==> config.mk <==
export PLATFORM = sky130hd
export DESIGN_NAME = two_axis_reversal_guard_core
export DESIGN_NICKNAME = d
export VERILOG_FILES = /design/src/rtl/core/trg_pkg.sv /design/src/rtl/core/trg_axis.sv /design/src/rtl/core/two_axis_reversal_guard_core.sv
export SDC_FILE = /design/constraint.sdc
export NUM_CORES = 1
export LEC_CHECK = 0
export BUFFER_PORTS_ARGS = -buffer_cell sky130_fd_sc_hd__buf_2
export CORE_MARGIN = 2
export CORE_UTILIZATION = 45
export DETAILED_ROUTE_END_ITERATION = 16
export PLACE_DENSITY_LB_ADDON = 0.1
export SETUP_SLACK_MARGIN = 0.1
export SLEW_MARGIN = 20
export SYNTH_ARGS = -nofsm -noshare
export SYNTH_HDL_FRONTEND = slang
export SYNTH_SLANG_ARGS = --single-unit
==> constraint.sdc <==
create_clock -name i_clk -period 6.2 [get_ports i_clk]
set_input_delay 0.62 -clock i_clk [delete_from_list [all_inputs] [get_ports i_clk]]
set_output_delay 0.62 -clock i_clk [all_outputs]
set_load 0.05 [all_outputs]
==> src/rtl/core/trg_pkg.sv <==
`timescale 1ns / 1ps

package trg_pkg;

    localparam int TIME_WIDTH = 32;
    localparam int POS_WIDTH  = 16;
    localparam int OP_WIDTH   = 4;
    localparam int OV_WIDTH   = 15;
    localparam int DLY_WIDTH  = 16;
    localparam int CFG_WIDTH  = 16;
    localparam int CFG_IDX_WIDTH = 3;

    localparam logic [OV_WIDTH-1:0]  RST_OVERSHOOT = '0;
    localparam logic [DLY_WIDTH-1:0] RST_DELAY     = DLY_WIDTH'(600);
    localparam logic signed [POS_WIDTH-1:0] RST_HOME_ALT = POS_WIDTH'(-300);
    localparam logic signed [POS_WIDTH-1:0] RST_HOME_AZ  = POS_WIDTH'(-800);

    typedef enum logic [OP_WIDTH-1:0] {
        OP_NONE     = 4'd0,
        OP_STOP_ALL = 4'd1,
        OP_ALT_NEG  = 4'd2,
        OP_ALT_POS  = 4'd3,
        OP_ALT_STOP = 4'd4,
        OP_AZ_NEG   = 4'd5,
        OP_AZ_POS   = 4'd6,
        OP_AZ_STOP  = 4'd7,
        OP_HOME     = 4'd8,
        OP_GOTO     = 4'd9
    } t_op;

    typedef enum logic [CFG_IDX_WIDTH-1:0] {
        CFG_ALT_OVERSHOOT = 3'd0,
        CFG_AZ_OVERSHOOT  = 3'd1,
        CFG_REVERSE_DELAY = 3'd2,
        CFG_HOME_ALT      = 3'd3,
        CFG_HOME_AZ       = 3'd4
    } t_cfg_idx;

    typedef enum logic [1:0] {
        REQ_NEG  = 2'd0,
        REQ_POS  = 2'd1,
        REQ_STOP = 2'd2,
        REQ_GOTO = 2'd3
    } t_request;

    typedef enum logic [1:0] {
        MOT_STOPPED = 2'd0,
        MOT_POS     = 2'd1,
        MOT_NEG     = 2'd2
    } t_motion;

    typedef struct packed {
        logic [OP_WIDTH-1:0]          op;
        logic signed [POS_WIDTH-1:0]  goto_alt;
        logic signed [POS_WIDTH-1:0]  goto_az;
        logic signed [POS_WIDTH-1:0]  alt_position;
        logic signed [POS_WIDTH-1:0]  az_position;
        logic [TIME_WIDTH-1:0]        now_ms;
    } t_in_item;

    typedef struct packed {
        logic alt_drive_up;
        logic alt_drive_down;
        logic az_drive_pos;
        logic az_drive_neg;
    } t_out_item;

    // per-axis command decoded from one request
    typedef struct packed {
        logic                         update;
        logic                         set_req;
        t_request                     req;
        logic                         set_target;
        logic signed [POS_WIDTH-1:0]  target;
    } t_axis_ctl;

endpackage

==> src/rtl/core/trg_axis.sv <==
`timescale 1ns / 1ps

module trg_axis
    import trg_pkg::*;
(
    input  logic                        i_clk,
    input  logic                        i_rst_n,
    input  t_axis_ctl                   i_ctl,
    input  logic signed [POS_WIDTH-1:0] i_position,
    input  logic [TIME_WIDTH-1:0]       i_now,
    input  logic [OV_WIDTH-1:0]         i_overshoot,
    input  logic [DLY_WIDTH-1:0]        i_delay,
    output t_motion                     o_motion
);

    localparam int WIDE = POS_WIDTH + 2;

    t_request                     r_req,       n_req;
    t_motion                      r_motion,    n_motion;
    logic [TIME_WIDTH-1:0]        r_stop_time, n_stop_time;
    logic signed [POS_WIDTH-1:0]  r_target,    n_target;

    t_request                     req_cur;
    t_request                     move;
    logic signed [WIDE-1:0]       pos_w;
    logic signed [WIDE-1:0]       tgt_w;
    logic signed [WIDE-1:0]       ov_w;
    logic signed [WIDE-1:0]       band_hi;
    logic signed [WIDE-1:0]       band_lo;
    logic [TIME_WIDTH-1:0]        elapsed;
    logic                         ready;

    always_comb begin
        req_cur  = i_ctl.set_req    ? i_ctl.req    : r_req;
        n_target = i_ctl.set_target ? i_ctl.target : r_target;

        // widen so the dead band never wraps
        pos_w   = WIDE'(i_position);
        tgt_w   = WIDE'(n_target);
        ov_w    = signed'({{(WIDE-OV_WIDTH){1'b0}}, i_overshoot});
        band_hi = tgt_w + ov_w;
        band_lo = tgt_w - ov_w;

        move = req_cur;
        if (req_cur == REQ_GOTO) begin
            if (pos_w > band_hi) begin
                move = REQ_NEG;
            end else if (pos_w < band_lo) begin
                move = REQ_POS;
            end else begin
                move = REQ_STOP;
            end
        end

        elapsed = i_now - r_stop_time;
        ready   = elapsed > {{(TIME_WIDTH-DLY_WIDTH){1'b0}}, i_delay};

        n_req       = req_cur;
        n_motion    = r_motion;
        n_stop_time = r_stop_time;
        unique case (move)
            REQ_NEG: begin
                if (r_motion == MOT_POS) begin
                    n_motion    = MOT_STOPPED;
                    n_stop_time = i_now;
                end else if (r_motion == MOT_STOPPED && ready) begin
                    n_motion = MOT_NEG;
                end
            end
            REQ_POS: begin
                if (r_motion == MOT_NEG) begin
                    n_motion    = MOT_STOPPED;
                    n_stop_time = i_now;
                end else if (r_motion == MOT_STOPPED && ready) begin
                    n_motion = MOT_POS;
                end
            end
            default: begin
                // stop held: re-stamp every request
                n_motion    = MOT_STOPPED;
                n_stop_time = i_now;
            end
        endcase
    end

    always_ff @(posedge i_clk) begin
        if (!i_rst_n) begin
            r_req       <= REQ_STOP;
            r_motion    <= MOT_STOPPED;
            r_stop_time <= '0;
            r_target    <= '0;
        end else if (i_ctl.update) begin
            r_req       <= n_req;
            r_motion    <= n_motion;
            r_stop_time <= n_stop_time;
            r_target    <= n_target;
        end
    end

    assign o_motion = n_motion;

endmodule

==> src/rtl/core/two_axis_reversal_guard_core.sv <==
`timescale 1ns / 1ps
// An accepted request is held in the input register; its result is registered into
// the result register on o_data once that register is free or draining.
// Throughput: one request per cycle while the receiver does not stall; each axis
// update is a dead-band add, subtract and compare and one time subtraction
// between the input and result registers.
// Reset (synchronous, active low) stops both axes, clears targets and stop
// times, empties both registers and loads the configuration defaults.
module two_axis_reversal_guard_core
    import trg_pkg::*;
(
    input  logic                     i_clk,
    input  logic                     i_rst_n,
    input  logic                     i_valid,
    output logic                     o_stall,
    input  t_in_item                 i_data,
    output logic                     o_valid,
    input  logic                     i_stall,
    output t_out_item                o_data,
    input  logic                     i_cfg_we,
    input  logic [CFG_IDX_WIDTH-1:0] i_cfg_index,
    input  logic [CFG_WIDTH-1:0]     i_cfg_data
);

    logic [OV_WIDTH-1:0]          r_alt_overshoot;
    logic [OV_WIDTH-1:0]          r_az_overshoot;
    logic [DLY_WIDTH-1:0]         r_delay;
    logic signed [POS_WIDTH-1:0]  r_home_alt;
    logic signed [POS_WIDTH-1:0]  r_home_az;

    logic       r_in_valid;
    t_in_item   r_in;
    logic       r_out_valid;
    t_out_item  r_out;

    logic       accept;
    logic       advance;
    t_axis_ctl  alt_ctl;
    t_axis_ctl  az_ctl;
    t_motion    alt_motion;
    t_motion    az_motion;

    always_ff @(posedge i_clk) begin
        if (!i_rst_n) begin
            r_alt_overshoot <= RST_OVERSHOOT;
            r_az_overshoot  <= RST_OVERSHOOT;
            r_delay         <= RST_DELAY;
            r_home_alt      <= RST_HOME_ALT;
            r_home_az       <= RST_HOME_AZ;
        end else if (i_cfg_we) begin
            unique case (t_cfg_idx'(i_cfg_index))
                CFG_ALT_OVERSHOOT: r_alt_overshoot <= i_cfg_data[OV_WIDTH-1:0];
                CFG_AZ_OVERSHOOT:  r_az_overshoot  <= i_cfg_data[OV_WIDTH-1:0];
                CFG_REVERSE_DELAY: r_delay         <= i_cfg_data[DLY_WIDTH-1:0];
                CFG_HOME_ALT:      r_home_alt      <= signed'(i_cfg_data[POS_WIDTH-1:0]);
                CFG_HOME_AZ:       r_home_az       <= signed'(i_cfg_data[POS_WIDTH-1:0]);
                default: ;
            endcase
        end
    end

    // advance the held request when the result register is free or draining
    assign advance = r_in_valid && (!r_out_valid || !i_stall);
    assign o_stall = r_in_valid && !advance;
    assign accept  = i_valid && !o_stall;

    always_comb begin
        alt_ctl            = '0;
        az_ctl             = '0;
        alt_ctl.update     = advance;
        az_ctl.update      = advance;
        alt_ctl.req        = REQ_STOP;
        az_ctl.req         = REQ_STOP;
        alt_ctl.target     = r_in.goto_alt;
        az_ctl.target      = r_in.goto_az;
        unique case (t_op'(r_in.op))
            OP_STOP_ALL: begin
                alt_ctl.set_req = 1'b1;
                az_ctl.set_req  = 1'b1;
            end
            OP_ALT_NEG: begin
                alt_ctl.set_req = 1'b1;
                alt_ctl.req     = REQ_NEG;
            end
            OP_ALT_POS: begin
                alt_ctl.set_req = 1'b1;
                alt_ctl.req     = REQ_POS;
            end
            OP_ALT_STOP: alt_ctl.set_req = 1'b1;
            OP_AZ_NEG: begin
                az_ctl.set_req = 1'b1;
                az_ctl.req     = REQ_NEG;
            end
            OP_AZ_POS: begin
                az_ctl.set_req = 1'b1;
                az_ctl.req     = REQ_POS;
            end
            OP_AZ_STOP: az_ctl.set_req = 1'b1;
            OP_HOME: begin
                alt_ctl.set_req    = 1'b1;
                az_ctl.set_req     = 1'b1;
                alt_ctl.req        = REQ_GOTO;
                az_ctl.req         = REQ_GOTO;
                alt_ctl.set_target = 1'b1;
                az_ctl.set_target  = 1'b1;
                alt_ctl.target     = r_home_alt;
                az_ctl.target      = r_home_az;
            end
            OP_GOTO: begin
                alt_ctl.set_req    = 1'b1;
                az_ctl.set_req     = 1'b1;
                alt_ctl.req        = REQ_GOTO;
                az_ctl.req         = REQ_GOTO;
                alt_ctl.set_target = 1'b1;
                az_ctl.set_target  = 1'b1;
            end
            default: ;
        endcase
    end

    trg_axis u_alt (
        .i_clk       (i_clk),
        .i_rst_n     (i_rst_n),
        .i_ctl       (alt_ctl),
        .i_position  (r_in.alt_position),
        .i_now       (r_in.now_ms),
        .i_overshoot (r_alt_overshoot),
        .i_delay     (r_delay),
        .o_motion    (alt_motion)
    );

    trg_axis u_az (
        .i_clk       (i_clk),
        .i_rst_n     (i_rst_n),
        .i_ctl       (az_ctl),
        .i_position  (r_in.az_position),
        .i_now       (r_in.now_ms),
        .i_overshoot (r_az_overshoot),
        .i_delay     (r_delay),
        .o_motion    (az_motion)
    );

    always_ff @(posedge i_clk) begin
        if (!i_rst_n) begin
            r_in_valid  <= 1'b0;
            r_out_valid <= 1'b0;
        end else begin
            r_in_valid <= accept || (r_in_valid && !advance);
            if (advance) begin
                r_out_valid <= 1'b1;
            end else if (!i_stall) begin
                r_out_valid <= 1'b0;
            end
        end
    end

    always_ff @(posedge i_clk) begin
        if (accept) begin
            r_in <= i_data;
        end
        if (advance) begin
            r_out.alt_drive_up   <= (alt_motion == MOT_POS);
            r_out.alt_drive_down <= (alt_motion == MOT_NEG);
            r_out.az_drive_pos   <= (az_motion == MOT_POS);
            r_out.az_drive_neg   <= (az_motion == MOT_NEG);
        end
    end

    assign o_valid = r_out_valid;
    assign o_data  = r_out;

endmodule

==> tab_implementation.tex <==
\begin{tabular}{lr}
\hline
Metric & Value \\
\hline
\multicolumn{2}{l}{\textbf{Logic synthesis}} \\
\quad Post-synthesis sequential area ratio & 0.346 \\
\quad Number of enable-type register cells in the synthesized netlist & between 100 and 150 \\
\quad Post-synthesis instance area & 0.0197 mm² \\
\quad Synthesized area per cell & around 8.6 µm² \\
\quad Yosys warning total & 0 \\
\quad Prevailing post-synth register cell & sky130\_fd\_sc\_hd\_\_dfxtp\_1 \\
\quad Yosys reg bits & 288 \\
\quad Instance count of the mapped netlist & 2293 \\
\quad FFs w/ async S/R, synth & 0 \\
\quad Synth cell types & just under 100 \\
\quad Net count after synthesis & $\sim$2600 \\
\multicolumn{2}{l}{\textbf{Finish}} \\
\quad Layout net count & 2769 \\
\quad Final cell utilization of the core & 0.519 \\
\quad Ant. Diodes & 0 \\
\quad Area delta synth->final & 13.8\% \\
\quad Fraction of final layout cells with drive strength greater than 1 & 0.120 \\
\quad Cell Count, Final, Fillers Out & a little over 3000 \\
\multicolumn{2}{l}{\textbf{Critical path}} \\
\quad Critical path class & reg -> reg \\
\quad Bufs and invs on worst path & 6 \\
\quad Max incr delay on CP & $\sim$0.55 ns \\
\quad Crit path capture type & flop \\
\quad Cell type with the highest occurrence count on the critical path & sky130\_fd\_sc\_hd\_\_buf\_4 \\
\quad Crit-path slowest cell & sky130\_fd\_sc\_hd\_\_or4\_1 \\
\quad Logic depth of the worst path, buffers included & 29 \\
\quad CP Max Fanout & 16 \\
\quad Worst path required time & approximately 6.6 ns \\
\quad Family with the most delay on the worst path & compound AO/OA/AOI/OAI gates \\
\quad Nature of the critical path startpoint & flop \\
\quad R2R cell count & 29 \\
\quad Critical path arrival & just over 6 ns \\
\multicolumn{2}{l}{\textbf{Power}} \\
\quad Largest vdd supply drop & 0.000204 V \\
\quad Proportion of power drawn by the clock network & 0.364 \\
\quad Power Density & around 250 mW/mm² \\
\quad Internal power consumption & a little under 4 mW \\
\quad Post-route total power & $\sim$5.7 mW \\
\quad Net switching power & $\sim$1.8 mW \\
\quad Standby leakage power & 9.17 nW \\
\quad Net Sw Frac & 0.318 \\
\quad Combinational group share of total power & 0.263 \\
\quad Part of the power in registers & 0.373 \\
\multicolumn{2}{l}{\textbf{CTS}} \\
\quad Clk sinks & 288 \\
\quad Number of clock buffers inserted by TritonCTS & 36 \\
\quad Number of H-tree levels & 2 \\
\quad Clock transition time at the flip-flop clock pins of the worst setup and hold paths & approximately 0.060 ns \\
\quad Clk root buf & sky130\_fd\_sc\_hd\_\_clkbuf\_16 \\
\quad CTS max path bufs & 3 \\
\quad Later-pin clock latency in the skew report & $\sim$0.56 ns \\
\quad Clock tree from TritonCTS & yes \\
\quad Total of hold buffers inserted after clock tree synthesis & 0 \\
\multicolumn{2}{l}{\textbf{GRT}} \\
\quad Number of antenna violations at the first check in global routing & 1 \\
\quad All-Layer GR Usage & 0.244 \\
\quad First-pass GRT wire length & about 87000 µm \\
\quad Largest net degree at the start of global routing & 80 \\
\quad Vias in the first global route & approximately 16000 \\
\quad GRT Residual Overflow & 0 \\
\multicolumn{2}{l}{\textbf{Placement}} \\
\quad Routability cong. & just over 0.9 \\
\quad Final HPWL from detailed placement & roughly 41000 µm \\
\quad Count of placed standard cells including taps & 2954 \\
\quad Buffers on Ports & approximately 130 \\
\multicolumn{2}{l}{\textbf{STA}} \\
\quad Setup clock skew after layout & between 0.015 and 0.02 ns \\
\quad Tcrit/Tclk final & 0.928 \\
\quad Number of slew-limit violations in the final report & 0 \\
\quad Finish-stage setup viols & 0 \\
\quad Shortest clock period the worst path allows after layout & $\sim$5.8 ns \\
\quad Unrepaired setup endpoints after global routing & no \\
\quad Final Hold Fails & 0 \\
\quad Highest achievable clock rate & about 170 MHz \\
\quad Measured slew at the worst slew-check pin & between 0.9 and 1 ns \\
\quad Rel. slew slack & 0.369 \\
\multicolumn{2}{l}{\textbf{Floorplan}} \\
\quad Floorplan die width & 213 µm \\
\quad Num ports & 130 \\
\quad Starting density of the core & 0.456 \\
\quad Num rows & 76 \\
\quad Die height & 213 µm \\
\quad Total Die Area & 0.0455 mm² \\
\quad Core region area & about 0.043 mm² \\
\multicolumn{2}{l}{\textbf{Flow run}} \\
\quad Number of maximum-capacitance constraint violations & 0 \\
\multicolumn{2}{l}{\textbf{Route}} \\
\quad Top layer in use & met5 \\
\quad Number of remaining DRC errors & 0 \\
\quad Wire length on met1 & $\sim$25000 µm \\
\quad Post-detailed-route wirelength per cell & roughly 18 µm \\
\quad Pre-Repair DR Iteration Count & 5 \\
\quad Overall routed net length & 55400 µm \\
\quad Number of nets with antenna violations after routing & 0 \\
\quad Met2 WL post-DR & between 20000 and 30000 µm \\
\quad Routed vias/inst & around 5.6 \\
\quad Initial DRC count & between 1000 and 1500 \\
\quad WL met3 & roughly 2200 µm \\
\quad Total number of vias & approximately 17000 \\
\multicolumn{2}{l}{\textbf{Hold path}} \\
\quad Worst Hold Depth & 1 \\
\quad Type of the most critical hold path & in -> reg \\
\multicolumn{2}{l}{\textbf{Status}} \\
\quad Outcome & completed \\
\hline
\end{tabular}
-- state kept, by name (all words and copies together), names as in the netlist, 4 cells and up --
name,cells
u_az.r_target,16
u_alt.r_target,16
u_alt.r_stop_time,32
r_in,100
r_delay,16
r_alt_overshoot,15
u_az.r_stop_time,32
r_home_az,16
o_data,4
r_az_overshoot,15
r_home_alt,16
-- area by class of cell --
class                      instances  area (µm²)
tap                              585         732
sequential                       288        6810
fill                            4235       20800
clock buffer                      56        1090
multi-input combinational       1744       12000
timing repair buffer             175        1060
clock inverter                    10        68.8
inverter                         172         648
-- per-stage QoR --
step | worst slack, ns | TNS [ns] | cell area [µm²] | hold slack, ns
finish | 0.444 | 0 | 22400 | 0.233
detailed placement | -0.104 | -2.51 | 21000 | 0.446
CTS | 0.112 | 0 | 22300 | 0.199
floorplan | 0.163 | 0 | 19700 | 0.436
global placement | 0.0409 | 0 | 21000 | 0.441
global route | 0.0646 | 0 | 22400 | 0.216
-- worst register-to-register path, delay by kind of cell (launching register included) --
family          cells  cell delay, ns
buf+inv             6            0.92
mux                 1            0.23
simple gates        8            1.31
fa+ha+maj           2            0.52
compound gates     12            2.23
flops               1            0.41
-- power by group through the flow --
stage	logic [mW]	clock network, mW	registers [mW]
5_1_grt	1.68	2.19	2.13
3_3_place_gp	1.43	0	2.16
4_1_cts	1.48	2.13	2.13
6_report	1.50	2.07	2.12
3_5_place_dp	1.45	0	2.17
2_1_floorplan	1.06	0	2.15
-- final timing paths --
path              slack (ns)                   end        startpoint
setup / recovery        0.44  u_az.r_stop_time[21]          r_in[97]
hold / removal          0.23               r_in[8]         i_data[8]
setup reg to reg        0.44  u_az.r_stop_time[21]          r_in[97]
hold reg to reg         0.45      u_az.r_target[4]  u_az.r_target[4]
-- synthesized netlist by cell type, drive strengths merged (10+ instances only) --
master  number  area share
a211oi      29       0.012
o21bai      17      0.0065
a31oi       13      0.0041
o211ai      32       0.013
xor2        25       0.011
nor4        16      0.0065
xnor2       62       0.028
mux2i      106       0.054
a21o        34       0.013
nand2      301       0.057
ha         222        0.14
inv        171       0.033
o31ai       12      0.0046
nor3        35      0.0091
nor2b       29      0.0092
nand3       55       0.014
dfxtp      184        0.19
clkbuf      63       0.012
buf         26      0.0083
o21ai       75       0.020
edfxtp     104        0.16
or4         10      0.0040
a21oi      253       0.065
nor2       193       0.037
or3         10      0.0034
nand2b      16      0.0051
a211o       12      0.0053
and3        10      0.0032
nand4       33       0.010
o21a        12      0.0046
-- repair_timing --
| action | in CTS | in global routing |
|---|---|---|
| resized for setup | 9 | 26 |
| setup endpoints to repair | 64 | 70 |
| hold endpoints to repair | 0 | 0 |
| gates cloned | 1 | 0 |
| buffers inserted | 4 | 5 |
| pin swaps | 6 | 10 |
-- kinds of logic after synthesis --
family	Yosys count	synth area share
compound gates	573	0.186
xor+xnor	87	0.0387
fa+ha+maj	228	0.147
buf+inv	261	0.0530
flops	288	0.346
mux	108	0.0550
simple gates	748	0.174
-- layer usage --
layer | GRT usage | up-vias
met4 | 0.107 | 2
met3 | 0.0318 | 96
met2 | 0.410 | 338
li1 | - | 8438
met1 | 0.314 | 7978
met5 | 0 | -
-- placed cells by master, fill, tap and decap left out, drive strengths merged, types with 8 or more instances in the layout --
| cell type | instances |
|---|---|
| and3 | 10 |
| and2 | 8 |
| nor3 | 35 |
| a31oi | 13 |
| nand3 | 55 |
| a211oi | 29 |
| or2 | 8 |
| o41ai | 8 |
| a211o | 12 |
| o21bai | 17 |
| ha | 222 |
| edfxtp | 104 |
| o21a | 12 |
| dfxtp | 184 |
| nand2 | 301 |
| or4 | 10 |
| nor2b | 29 |
| xor2 | 25 |
| nand2b | 16 |
| o21ai | 75 |
| mux2i | 106 |
| buf | 175 |
| a21oi | 253 |
| or3 | 10 |
| nand4 | 33 |
| inv | 175 |
| nand3b | 8 |
| a21boi | 8 |
| clkbuf | 56 |
| xnor2 | 62 |
| nor4 | 16 |
| o31ai | 12 |
| a21o | 34 |
| o211ai | 32 |
| nor2 | 193 |
(Power assumes the default switching activity.)
